`src/rtl/spifrc_pkg.sv`:
```
// Shared types and constants for the SPI frame receiver with CRC check.
// Used by spifrc_crc and spi_frame_receiver_crc_check. No dependencies.
`timescale 1ns / 1ps

package spifrc_pkg;

   localparam int WORD_W     = 16;
   localparam int STATUS_W   = 3;
   localparam int INDEX_W    = 6;
   localparam int RSP_DATA_W = 56;

   // configuration register indexes
   localparam logic REG_HEADER  = 1'b0;
   localparam logic REG_VERSION = 1'b1;

   // request kinds
   localparam logic CMD_WORD    = 1'b0;
   localparam logic CMD_RELEASE = 1'b1;

   // result status codes
   localparam logic [STATUS_W-1:0] STATUS_OK          = 3'd0;
   localparam logic [STATUS_W-1:0] STATUS_NO_HEADER   = 3'd1;
   localparam logic [STATUS_W-1:0] STATUS_BAD_VERSION = 3'd2;
   localparam logic [STATUS_W-1:0] STATUS_INCOMPLETE  = 3'd3;
   localparam logic [STATUS_W-1:0] STATUS_BAD_CRC     = 3'd4;

   localparam logic [WORD_W-1:0] HEADER_RESET  = 16'h55AA;
   localparam logic [WORD_W-1:0] VERSION_RESET = 16'h0001;
   localparam logic [WORD_W-1:0] CRC_SEED      = 16'hFFFF;
   localparam logic [WORD_W-1:0] CRC_POLY      = 16'h1021;

   typedef enum logic [2:0] {
      ST_IDLE,
      ST_VER,
      ST_CRC,
      ST_LOAD,
      ST_SEND
   } state_type;

   typedef struct packed {
      logic clear;    // back to seed
      logic start;    // fold in a new word
      logic restart;  // new word starts from the seed
   } crc_ctrl_type;

endpackage

```
`src/rtl/spifrc_ram.sv`:
```
// Generic single-write, single-read synchronous RAM with registered read.
// No dependencies.
`timescale 1ns / 1ps

module spifrc_ram #(
   parameter int WIDTH = 16,
   parameter int DEPTH = 32
) (
   input  logic                     clock,
   input  logic                     wr_en,
   input  logic [$clog2(DEPTH)-1:0] wr_addr,
   input  logic [WIDTH-1:0]         wr_data,
   input  logic [$clog2(DEPTH)-1:0] rd_addr,
   output logic [WIDTH-1:0]         rd_data
);

   logic [WIDTH-1:0] mem [DEPTH];

   always_ff @(posedge clock) begin
      if (wr_en) begin
         mem[wr_addr] <= wr_data;
      end
      rd_data <= mem[rd_addr];
   end

endmodule

```
`src/rtl/spifrc_crc.sv`:
```
// Running CRC-16 (poly 0x1021, MSB first); a word is folded in eight bits per
// cycle, and busy is set while its second half is folded. Depends on spifrc_pkg.
`timescale 1ns / 1ps

module spifrc_crc (
   input  logic                          clock,
   input  logic                          reset,
   input  spifrc_pkg::crc_ctrl_type      ctrl,
   input  logic [spifrc_pkg::WORD_W-1:0] word,
   output logic [spifrc_pkg::WORD_W-1:0] crc,
   output logic                          busy
);

   logic [spifrc_pkg::WORD_W-1:0] crc_ff, crc_in;
   logic                          busy_ff, busy_in;
   logic [spifrc_pkg::WORD_W-1:0] base;

   function automatic logic [spifrc_pkg::WORD_W-1:0] step8(
      input logic [spifrc_pkg::WORD_W-1:0] c_in
   );
      logic [spifrc_pkg::WORD_W-1:0] c;
      c = c_in;
      for (int b = 0; b < 8; b++) begin
         if (c[spifrc_pkg::WORD_W-1]) begin
            c = {c[spifrc_pkg::WORD_W-2:0], 1'b0} ^ spifrc_pkg::CRC_POLY;
         end else begin
            c = {c[spifrc_pkg::WORD_W-2:0], 1'b0};
         end
      end
      return c;
   endfunction

   assign base = ctrl.restart ? spifrc_pkg::CRC_SEED : crc_ff;

   always_comb begin
      crc_in  = crc_ff;
      busy_in = 1'b0;
      if (ctrl.clear) begin
         crc_in = spifrc_pkg::CRC_SEED;
      end else if (ctrl.start) begin
         crc_in  = step8(base ^ word);
         busy_in = 1'b1;
      end else if (busy_ff) begin
         crc_in = step8(crc_ff);
      end
   end

   always_ff @(posedge clock) begin
      if (reset) begin
         crc_ff  <= spifrc_pkg::CRC_SEED;
         busy_ff <= 1'b0;
      end else begin
         crc_ff  <= crc_in;
         busy_ff <= busy_in;
      end
   end

   assign crc  = crc_ff;
   assign busy = busy_ff;

endmodule

```
`src/rtl/spi_frame_receiver_crc_check.sv`:
```
// Top level of the SPI frame receiver: word store, header search, version,
// completeness and CRC checks. Depends on spifrc_pkg, spifrc_ram, spifrc_crc.
`timescale 1ns / 1ps

// Usage:
//   req channel: one transaction per received SPI word (req_tuser = 0) or per
//   chip-select release (req_tuser = 1). Words beyond BUFFER_WORDS are dropped.
//   A word that joins the CRC holds off the next request until the CRC unit is
//   done (it folds 8 bits per cycle); any other word does not.
//   rsp channel: after a release, either one status transaction (tlast set) or
//   FRAME_WORDS-2 command-word transactions, the final one with tlast set.
//   A status result (no header, bad version, incomplete) is offered after the
//   version check, a CRC mismatch after the CRC compare. The first command word
//   is offered after version check, CRC compare, then the command word load
//   into the output register. Each further command word needs one read of the
//   word store and one output load.
//   No request is taken while a release is being answered; a stalled rsp_tready
//   holds the current result and the whole block until it is taken.
//   Reset clears transfer state and error counters and loads the register
//   defaults (header 0x55AA, version 0x0001). The word store is not cleared;
//   only words written in the current transfer are ever read.
//   csr port: csr_wr_en writes csr_wr_data to register csr_index (0 header,
//   1 version); write only while no transfer is pending.

module spi_frame_receiver_crc_check #(
   parameter int BUFFER_WORDS = 32,
   parameter int FRAME_WORDS  = 16
) (
   input  logic        clock,
   input  logic        reset,
   input  logic        csr_wr_en,
   input  logic        csr_index,
   input  logic [15:0] csr_wr_data,
   input  logic        req_tvalid,
   output logic        req_tready,
   input  logic [15:0] req_tdata,    // rx_word[15:0]
   input  logic        req_tuser,    // command
   output logic        rsp_tvalid,
   input  logic        rsp_tready,
   output logic [55:0] rsp_tdata,    // cmd_word[15:0], word_index[21:16],
                                     // struct_errors[37:22], crc_errors[53:38]
   output logic [2:0]  rsp_tuser,    // status
   output logic        rsp_tlast     // last
);

   localparam int AW = $clog2(BUFFER_WORDS);
   localparam int CW = $clog2(BUFFER_WORDS + 1);
   localparam int DW = ((CW > 7) ? CW : 7) + 1;
   localparam int SW = AW + 8;
   localparam int WW = spifrc_pkg::WORD_W;
   localparam int IW = spifrc_pkg::INDEX_W;
   localparam int TW = spifrc_pkg::STATUS_W;

   localparam logic [DW-1:0] BUF_LEN   = DW'(BUFFER_WORDS);
   localparam logic [DW-1:0] FRAME_LEN = DW'(FRAME_WORDS);
   localparam logic [DW-1:0] CRC_SPAN  = DW'(FRAME_WORDS - 1);
   localparam logic [IW-1:0] LAST_IDX  = IW'(FRAME_WORDS - 3);
   localparam logic [6:0]    OFF_VER   = 7'd1;
   localparam logic [6:0]    OFF_CRC   = 7'(FRAME_WORDS - 1);
   localparam logic [6:0]    OFF_CMD   = 7'd2;

   spifrc_pkg::state_type state_ff, state_in;

   logic [WW-1:0] hdr_ff, hdr_in;
   logic [WW-1:0] ver_ff, ver_in;
   logic [CW-1:0] count_ff, count_in;
   logic          seen_ff, seen_in;
   logic [AW-1:0] hpos_ff, hpos_in;
   logic [WW-1:0] serr_ff, serr_in;
   logic [WW-1:0] cerr_ff, cerr_in;
   logic [IW-1:0] idx_ff, idx_in;
   logic [TW-1:0] out_status_ff, out_status_in;
   logic [WW-1:0] out_word_ff, out_word_in;
   logic          out_last_ff, out_last_in;

   logic          req_fire, rsp_fire;
   logic          word_ok, hdr_hit, crc_more;
   logic [DW-1:0] count_x, hpos_x, span;
   logic [TW-1:0] pre_status;
   logic          pre_pass, crc_match;
   logic [6:0]    rd_off;
   logic [SW-1:0] rd_sum;
   logic [AW-1:0] rd_addr;
   logic [WW-1:0] rd_data;
   logic          wr_en;
   logic          crc_busy;
   logic [WW-1:0] crc_val;
   spifrc_pkg::crc_ctrl_type crc_ctrl;

   spifrc_ram #(
      .WIDTH(WW),
      .DEPTH(BUFFER_WORDS)
   ) u_store (
      .clock   (clock),
      .wr_en   (wr_en),
      .wr_addr (count_ff[AW-1:0]),
      .wr_data (req_tdata),
      .rd_addr (rd_addr),
      .rd_data (rd_data)
   );

   spifrc_crc u_crc (
      .clock (clock),
      .reset (reset),
      .ctrl  (crc_ctrl),
      .word  (req_tdata),
      .crc   (crc_val),
      .busy  (crc_busy)
   );

   assign req_fire = req_tvalid && req_tready;
   assign rsp_fire = rsp_tvalid && rsp_tready;

   assign count_x = DW'(count_ff);
   assign hpos_x  = DW'(hpos_ff);
   assign span    = count_x - hpos_x;

   assign word_ok  = req_fire && (req_tuser == spifrc_pkg::CMD_WORD) && (count_x < BUF_LEN);
   assign hdr_hit  = !seen_ff && (req_tdata == hdr_ff);
   assign crc_more = seen_ff && (span < CRC_SPAN);

   // checks at release; rd_data holds the word after the header here
   always_comb begin
      pre_pass = 1'b0;
      if (!seen_ff) begin
         pre_status = spifrc_pkg::STATUS_NO_HEADER;
      end else if (hpos_x + DW'(1) >= count_x) begin
         pre_status = spifrc_pkg::STATUS_INCOMPLETE;
      end else if (rd_data != ver_ff) begin
         pre_status = spifrc_pkg::STATUS_BAD_VERSION;
      end else if (span < FRAME_LEN) begin
         pre_status = spifrc_pkg::STATUS_INCOMPLETE;
      end else begin
         pre_status = spifrc_pkg::STATUS_OK;
         pre_pass   = 1'b1;
      end
   end

   assign crc_match = (rd_data == crc_val);

   // next state
   always_comb begin
      state_in = state_ff;
      unique case (state_ff)
         spifrc_pkg::ST_IDLE: begin
            if (req_fire && (req_tuser == spifrc_pkg::CMD_RELEASE)) begin
               state_in = spifrc_pkg::ST_VER;
            end
         end
         spifrc_pkg::ST_VER:  state_in = pre_pass ? spifrc_pkg::ST_CRC : spifrc_pkg::ST_SEND;
         spifrc_pkg::ST_CRC:  state_in = crc_match ? spifrc_pkg::ST_LOAD : spifrc_pkg::ST_SEND;
         spifrc_pkg::ST_LOAD: state_in = spifrc_pkg::ST_SEND;
         spifrc_pkg::ST_SEND: begin
            if (rsp_tready) begin
               state_in = out_last_ff ? spifrc_pkg::ST_IDLE : spifrc_pkg::ST_LOAD;
            end
         end
         default: state_in = spifrc_pkg::ST_IDLE;
      endcase
   end

   // state-driven controls
   always_comb begin
      rd_off     = OFF_VER;
      wr_en      = 1'b0;
      crc_ctrl   = '0;
      req_tready = 1'b0;
      rsp_tvalid = 1'b0;
      unique case (state_ff)
         spifrc_pkg::ST_IDLE: begin
            req_tready       = !crc_busy;
            wr_en            = word_ok;
            crc_ctrl.start   = word_ok && (hdr_hit || crc_more);
            crc_ctrl.restart = word_ok && hdr_hit;
         end
         spifrc_pkg::ST_VER:  rd_off = OFF_CRC;
         spifrc_pkg::ST_CRC:  rd_off = OFF_CMD;
         spifrc_pkg::ST_LOAD: rd_off = OFF_CMD + 7'(idx_ff);
         spifrc_pkg::ST_SEND: begin
            rsp_tvalid     = 1'b1;
            rd_off         = OFF_CMD + 7'(idx_ff) + 7'd1;
            crc_ctrl.clear = rsp_tready && out_last_ff;
         end
         default: ;
      endcase
   end

   assign rd_sum  = SW'(hpos_ff) + SW'(rd_off);
   assign rd_addr = rd_sum[AW-1:0];

   // datapath next values
   always_comb begin
      hdr_in        = hdr_ff;
      ver_in        = ver_ff;
      count_in      = count_ff;
      seen_in       = seen_ff;
      hpos_in       = hpos_ff;
      serr_in       = serr_ff;
      cerr_in       = cerr_ff;
      idx_in        = idx_ff;
      out_status_in = out_status_ff;
      out_word_in   = out_word_ff;
      out_last_in   = out_last_ff;

      if (csr_wr_en) begin
         unique case (csr_index)
            spifrc_pkg::REG_HEADER:  hdr_in = csr_wr_data;
            spifrc_pkg::REG_VERSION: ver_in = csr_wr_data;
            default: ;
         endcase
      end

      unique case (state_ff)
         spifrc_pkg::ST_IDLE: begin
            if (word_ok) begin
               count_in = count_ff + CW'(1);
               if (hdr_hit) begin
                  seen_in = 1'b1;
                  hpos_in = count_ff[AW-1:0];
               end
            end
         end
         spifrc_pkg::ST_VER: begin
            idx_in        = '0;
            out_status_in = pre_status;
            out_word_in   = '0;
            out_last_in   = 1'b1;
            if (!pre_pass && (pre_status != spifrc_pkg::STATUS_NO_HEADER)) begin
               serr_in = serr_ff + WW'(1);
            end
         end
         spifrc_pkg::ST_CRC: begin
            idx_in = '0;
            if (!crc_match) begin
               out_status_in = spifrc_pkg::STATUS_BAD_CRC;
               out_word_in   = '0;
               out_last_in   = 1'b1;
               cerr_in       = cerr_ff + WW'(1);
            end
         end
         spifrc_pkg::ST_LOAD: begin
            out_status_in = spifrc_pkg::STATUS_OK;
            out_word_in   = rd_data;
            out_last_in   = (idx_ff == LAST_IDX);
         end
         spifrc_pkg::ST_SEND: begin
            if (rsp_fire) begin
               if (out_last_ff) begin
                  count_in = '0;
                  seen_in  = 1'b0;
                  hpos_in  = '0;
               end else begin
                  idx_in = idx_ff + IW'(1);
               end
            end
         end
         default: ;
      endcase
   end

   always_ff @(posedge clock) begin
      if (reset) begin
         state_ff    <= spifrc_pkg::ST_IDLE;
         hdr_ff      <= spifrc_pkg::HEADER_RESET;
         ver_ff      <= spifrc_pkg::VERSION_RESET;
         count_ff    <= '0;
         seen_ff     <= 1'b0;
         hpos_ff     <= '0;
         serr_ff     <= '0;
         cerr_ff     <= '0;
         idx_ff      <= '0;
         out_last_ff <= 1'b0;
      end else begin
         state_ff    <= state_in;
         hdr_ff      <= hdr_in;
         ver_ff      <= ver_in;
         count_ff    <= count_in;
         seen_ff     <= seen_in;
         hpos_ff     <= hpos_in;
         serr_ff     <= serr_in;
         cerr_ff     <= cerr_in;
         idx_ff      <= idx_in;
         out_last_ff <= out_last_in;
      end
   end

   always_ff @(posedge clock) begin
      out_status_ff <= out_status_in;
      out_word_ff   <= out_word_in;
   end

   assign rsp_tdata = {2'b00, cerr_ff, serr_ff, idx_ff, out_word_ff};
   assign rsp_tuser = out_status_ff;
   assign rsp_tlast = out_last_ff;

endmodule

```
`config.mk`:
```
export PLATFORM = sky130hd
export DESIGN_NAME = spi_frame_receiver_crc_check
export DESIGN_NICKNAME = d
export VERILOG_FILES = /design/src/rtl/spifrc_pkg.sv /design/src/rtl/spifrc_ram.sv /design/src/rtl/spifrc_crc.sv /design/src/rtl/spi_frame_receiver_crc_check.sv
export SDC_FILE = /design/constraint.sdc
export NUM_CORES = 1
export LEC_CHECK = 0
export BUFFER_PORTS_ARGS = -buffer_cell sky130_fd_sc_hd__buf_2
export CAP_MARGIN = 30
export CORE_MARGIN = 2
export CORE_UTILIZATION = 46
export DETAILED_ROUTE_END_ITERATION = 16
export GPL_TIMING_DRIVEN = 0
export SETUP_SLACK_MARGIN = 0.5
export SLEW_MARGIN = 15
export SYNTH_ARGS = -nofsm -noshare
export SYNTH_HDL_FRONTEND = slang
export SYNTH_SLANG_ARGS = --single-unit
```
`constraint.sdc`:
```
create_clock -name clock -period 6.3 [get_ports clock]
set_clock_uncertainty 0.2 [all_clocks]
set_input_delay 0.315 -clock clock [delete_from_list [all_inputs] [get_ports clock]]
set_output_delay 0.315 -clock clock [all_outputs]
set_load 0.02 [all_outputs]
```
### Word-level counts from Yosys, hierarchy flattened

Memories as Yosys holds them, arrays and structs flattened. A register that Yosys moved wholly into a read port is not among the register bits.
Cells that the tools add are included.

| operators by class | value |
|---|---|
| equality and inequality tests | 17 |
| reductions and logical operators | 31 |
| multiplexer cells | 100 |
| bitwise operators | 20 |
| $add $sub $neg | 9 |
| $lt $le $gt $ge | 4 |

Operators by type and width:

| kind | count |
|---|---|
| 16-bit two-way mux | 39 |
| 13-bit two-way mux | 16 |
| 3-bit inverter | 16 |
| 16-bit one-hot mux with 3 select lines | 1 |
| 16-bit by 1-bit adder with 16-bit output, second input constant | 2 |
| 16-bit equality test | 2 |
| 6-bit two-way mux | 5 |
| 6-bit one-hot mux with 2 select lines | 2 |
| 5-bit two-way mux | 4 |
| 5-bit one-hot mux with 4 select lines | 1 |
| 1-bit two-way mux | 16 |
| 16-bit inequality test | 1 |
| 2-bit inequality test, second input constant | 8 |
| 16-bit bitwise XOR | 1 |
| 3-bit two-way mux | 5 |
| 3-bit one-hot mux with 5 select lines | 1 |
| 6-bit by 1-bit adder with 6-bit output, second input constant | 2 |
| 2-bit two-way mux | 6 |
| 2-bit AND reduction | 6 |
| 1-bit logical AND | 11 |
| 5-bit one-hot mux with 2 select lines | 1 |
| 3-bit one-hot mux with 3 select lines | 1 |
| 8-bit by 4-bit less-than comparator with 1-bit output, second input constant | 1 |
| 8-bit by 5-bit less-than comparator with 1-bit output, second input constant | 1 |
| other kinds (24) | 32 |

| word-level totals | value |
|---|---|
| RAM bits | 512 |
| register bits | 122 |
| memories kept | 1 |
| output and inout port bits | 62 |
| input port bits | 39 |

Memory list:

| memory | depth | bits a word | rd ports | clocked after memory_dff | wr ports | line | RTL |
|---|---|---|---|---|---|---|---|
| u_store.mem | 32 | 16 | 1 | 1 | 1 | spifrc_ram.sv:17 | `logic [WIDTH-1:0] mem [DEPTH];` |

### Logic depth before layout (Yosys ltp)

| logic depth | value |
|---|---|
| word-level depth | 43 |
| depth in mapped cells | 12 |
| depth with buffers taken out | 11 |

### By module

A second synthesis with hierarchy kept.

| second synthesis, totals | value |
|---|---|
| cell total of the unflattened synthesis | 2000 |
| area total of the unflattened synthesis | 27819.2 um^2 |

Modules (own cells, without submodules):

| module | times used | area each (um^2) | sequential area each (um^2) | cells an instance |
|---|---|---|---|---|
| spifrc_ram | 1 | 20534.7 | 15695.1 | 1143 |
| spi_frame_receiver_crc_check | 1 | 5726.7 | 2292.2 | 666 |
| spifrc_crc | 1 | 1557.7 | 340.3 | 191 |

### Worst setup path before layout

No wires, ideal clock.

| path | value |
|---|---|
| kind | register to register |
| start point | reg state_ff[2] |
| end point | reg u_store.rd_data[0] (read register of u_store.mem) |
| period minus slack after synthesis | 3.711 ns |
| stages on the path, launching flop included | 12 |
| slack | 2.589 ns |
| data arrival time | 3.391 ns |
| path through | dfxtp_1 -> buf_2 -> nand2_1 -> inv_2 -> a21oi_1 -> ha_1 -> fa_1 -> clkbuf_1 -> clkbuf_1 -> mux4_2 -> mux4_2 -> mux2_2 |

| on the way | value |
|---|---|
| word-level cells in the longest chain between the ends | 3 |
| elaborated cells between the ends (all ways) | 6 |

RTL lines:

| element | line | RTL |
|---|---|---|
| start: declaration | spi_frame_receiver_crc_check.sv:62 | `spifrc_pkg::state_type state_ff, state_in;` |
| start signal: assignment | spi_frame_receiver_crc_check.sv:263 | `state_ff <= spifrc_pkg::ST_IDLE;` |
| start signal: assignment | spi_frame_receiver_crc_check.sv:274 | `state_ff <= state_in;` |
| 3-bit equality test, or another cell as far along | spi_frame_receiver_crc_check.sv:169 | `unique case (state_ff)` |
| 5-bit one-hot mux with 4 select lines (*) | spi_frame_receiver_crc_check.sv:169 |  |
| 5-bit adder (*) | spi_frame_receiver_crc_check.sv:188 | `assign rd_sum = SW'(hpos_ff) + SW'(rd_off);` |
| end: declaration | spifrc_ram.sv:14 | `output logic [WIDTH-1:0] rd_data` |

Mark *: on every way between the ends. The rest lies on a longest branch, timed or not.
A chain may end at the register's enable or synchronous reset.

### Worst setup path after layout

| path | value |
|---|---|
| start point | reg state_ff[2] |
| end point | reg u_store.rd_data[9] (read register of u_store.mem) |

The elaborated chain is that of the path after synthesis.

==> summary.txt <==
Run status
  • Status: finished clean

Place
  • Pre-CTS WS: roughly 1.2 ns
  • Input/output buffers: 98
  • HPWL Detailed: 46.5 mm
  • GPL Wtd Cong: between 0.8 and 0.9

Synth
  • Post-Syn Instances: 1,644
  • Sequential fraction of the synthesis area: slightly below 70%
  • Area fraction of the dominant cell type after synthesis: 58.9%
  • Post-synth EDFFs: 531
  • Synthesized cell area: 27,100 um^2
  • Syn_area_per_cell: between 15 and 20 um^2
  • Synth top area cells: edfxtp_1 (59%), mux4_2 (13%), dfxtp_1 (8.8%)
  • Leading area contributor after synthesis: edfxtp_1
  • Synth Register Bits: between 600 and 700
  • Main synth FF type: edfxtp_1
  • Syn. warnings: 0
  • Fraction of registers with async set/reset: 0%
  • Post-synth cell types: 69

Critical path
  • Worst Reg-to-Reg Cells: 11
  • Worst path max stage delay: 0.74 ns
  • CP startpoint kind: flop
  • Worst r2r src: state_ff[2]$_SDFFE_PP0P_
  • CP startpoint: state_ff[2]$_SDFFE_PP0P_
  • CP endpoint: u_store.rd_data[9]$_DFF_P_
  • Crit Reg-Reg Endpoint: u_store.rd_data[9]$_DFF_P_
  • Req. time, crit path: 6.59 ns
  • FF-to-FF setup slack: 1.19 ns
  • Worst setup EP type: flop
  • Crit path cell chain: buf_2 -> nand2_1 -> inv_2 -> a21oi_1 -> ha_1 -> fa_1 -> clkbuf_1 -> clkbuf_1 -> mux4_2 -> mux4_2 -> mux2_2
  • Critical path class: flop to flop
  • Worst Path Arrival: between 5 and 6 ns
  • Slowest cell on crit path: clkbuf_1
  • Crit path max fanout: 10

Final layout
  • Final #Nets: 1,941
  • Area of the multi-input gates: 8400 um^2
  • # fillers: 4,605
  • Area delta synth->final: 16.4%
  • Fraction of layout cells with a size suffix above 1: between 20% and 30%
  • Reg area: 18,300 um^2

Timing
  • Maximum clock rate: about 0.20 GHz
  • Final setup violation count: 0
  • Final period util: between 80 and 90%
  • Fin Setup TNS: 0 ns
  • Final Hold Fails: 0
  • Post-layout minimum cycle time: 5.11 ns
  • Relative slew margins: 36.6%
  • RSZ-0062 raised after global routing: false
  • Hold_ws: 0.0968 ns
  • Worst-Margin Slew: 0.944 ns
  • PnR worst setup slack: ~1.2 ns
  • Fin. max-slew vios: 0

CTS
  • Worst-Skew Late Latency: 0.61 ns
  • Clock transition at path regs: 0.06 ns
  • Cts hold-fix bufs: 24
  • TritonCTS clock tree: built
  • Root Buffer: clkbuf_16
  • H-tree levels: 3
  • Gates resized, CTS repair: 0
  • Total CTS buffers: 69
  • Postcts setup bufs: 0
  • Clk sink count: 650
  • Max Buffers Root-to-Sink: 3

Detailed routing
  • Routed WL per cell: 24.9 um
  • DRT iter0 DRCs: 1,318
  • Remaining DRCs: 0
  • Antenna Nets Post-Route: 0
  • Initial DRT Pass Iterations: 6
  • Total number of vias: about 15k
  • Total wire length: between 60 and 70 mm
  • Vias/cell: approximately 5.7

Die
  • Die Area: slightly above 60,000 um^2
  • Core ar.: roughly 58,000 um^2
  • Die W: 247 um
  • Placement row count: 88
  • Die Y: ~250 um
  • Io pins: slightly above 100
  • Initial Utilization: between 40% and 50%

Global routing
  • Tot GR Track Use: 22.4%
  • Vias in the first global route: around 15k
  • GRT Residual Overflow: 0
  • Largest net degree at the start of global routing: 38
  • First-pass GRT wire length: 98.8 mm
  • Initial antenna violation count: 1

Pwr
  • Leakage: between 10 and 15 nW
  • Tot Pwr: 10.1 mW
  • PD cells: ~320 nW/um^2
  • VDD IR max: 0.175 mV

Run
  • Max-Cap Viols: 0

Hold path
  • Hold Path Stages: 5
  • Worst hold path class: primary input to flop
==> worst min path at each step <==
stage                             from                     endpoint  slack, ns
2_1_floorplan             req_tdata[0]  u_store.mem[0][0]$_DFFE_PP_       0.21
3_3_place_gp   ver_ff[10]$_SDFFE_PP0P_      ver_ff[10]$_SDFFE_PP0P_       0.26
3_5_place_dp    hdr_ff[2]$_SDFFE_PP0P_       hdr_ff[2]$_SDFFE_PP0P_       0.27
4_1_cts                      req_tuser     state_ff[0]$_SDFFE_PP0P_       0.03
5_1_grt                      req_tuser     state_ff[0]$_SDFFE_PP0P_       0.09
6_report                     req_tuser     state_ff[0]$_SDFFE_PP0P_        0.1
==> through the flow <==
step           std cells  utilization [%]  instance area (um^2)
2_1_floorplan       1645                -                 27100
3_5_place_dp        2542             50.2                 29100
6_report            2693             54.5                 31500
5_1_grt             2692             54.5                 31500
4_1_cts             2690             54.4                 31500
3_3_place_gp        2508             49.3                 28500
==> cells by family (layout without fill, tap and decap cells) <==
family	after synthesis	after routing	synth area share [%]
AO/OA/AOI/OAI	138	138	3.18
XOR/XNOR	132	132	4.30
adder cells (fa/ha/maj)	28	28	1.35
buffers and inverters	105	387	1.64
flip-flops	650	650	67.7
multiplexers	191	191	14.6
other	1	3	0.0138
AND/OR/NAND/NOR	399	399	7.30
==> placed cells by master (no fill, tap or decap), types with 10 or more instances in the layout <==
| cell type | count |
|---|---|
| nor3_1 | 16 |
| ha_1 | 26 |
| dfxtp_1 | 119 |
| and3_1 | 22 |
| inv_1 | 20 |
| nand3_1 | 27 |
| clkbuf_1 | 69 |
| nand3b_1 | 14 |
| nand4_1 | 24 |
| nor2_2 | 33 |
| buf_2 | 125 |
| clkinv_1 | 10 |
| nor2_1 | 80 |
| a21oi_1 | 56 |
| mux4_2 | 160 |
| nor2b_1 | 14 |
| edfxtp_1 | 531 |
| nand2_1 | 114 |
| nand2b_1 | 10 |
| dlygate4sd3_1 | 24 |
| nor4_1 | 10 |
| buf_8 | 17 |
| xnor2_1 | 67 |
| or3_1 | 11 |
| buf_6 | 19 |
| mux2_2 | 16 |
| xor2_1 | 64 |
| clkbuf_16 | 71 |
| o21ai_0 | 23 |
==> worst max-delay path: cells and delay by family (launching register included) <==
kind            cells  cell delay, ns
compound gates      1            0.15
flops               1            0.38
buf+inv             4            1.83
mux                 3            1.39
simple gates        1            0.22
fa+ha+maj           2            0.81
==> layer usage <==
| metal | routed length, um | vias to the layer above | track usage, % |
|---|---|---|---|
| li1 | - | 6843 | - |
| met1 | 28300 | 7797 | 30.2 |
| met2 | 32400 | 507 | 36.8 |
| met3 | 4060 | 102 | 3.93 |
| met4 | 2140 | 0 | 7.78 |
| met5 | 0 | - | 0 |
==> power by group <==
part	internal, mW	leakage, nW	total (mW)	switching [mW]
Sequential	4.73	5.75	4.85	0.118
Clock	2.35	1.07	3.98	1.63
Combinational	0.529	3.67	1.24	0.711
==> flip-flops by register name, summed over array words and instances, names as in the netlist <==
name,count
ver_ff,16
idx_ff,6
u_store.mem,512
rsp_tuser,3
count_ff,6
u_crc.busy,1
out_word_ff,16
u_crc.crc,16
rsp_tlast,1
u_store.rd_data,16
state_ff,3
hpos_ff,5
hdr_ff,16
cerr_ff,16
seen_ff,1
serr_ff,16
==> cell type report <==
cell class | count | share of cell area (%)
diodes | 1 | 0.00793
plain buffers | 83 | 1.15
clock buffers | 94 | 5.97
clock inverters | 30 | 1.04
inverters | 22 | 0.262
multi-input cells | 890 | 26.6
flip-flops and latches | 650 | 58.1
well taps | 765 | 3.03
repair buffers | 158 | 3.78
==> Yosys cell counts (5+ instances only) <==
cell	number
nand2b_1	10
mux2_2	16
dfxtp_1	119
nand4_1	24
nand2_1	114
nand3b_1	14
o21ai_1	6
o22ai_1	6
ha_1	26
nand3_1	27
and3_1	22
nor3b_1	7
mux4_2	160
a31oi_1	5
buf_1	5
edfxtp_1	531
nor2b_1	14
mux2i_1	9
o31ai_1	7
mux2_1	6
o21ai_0	23
nor4_1	10
nor2_1	113
nor3_1	16
xnor2_1	67
xor2_1	64
clkbuf_1	48
buf_2	26
inv_1	20
a21oi_1	56
or3_1	11
a21o_1	6
Note: power is estimated with default switching activity, not from simulation.
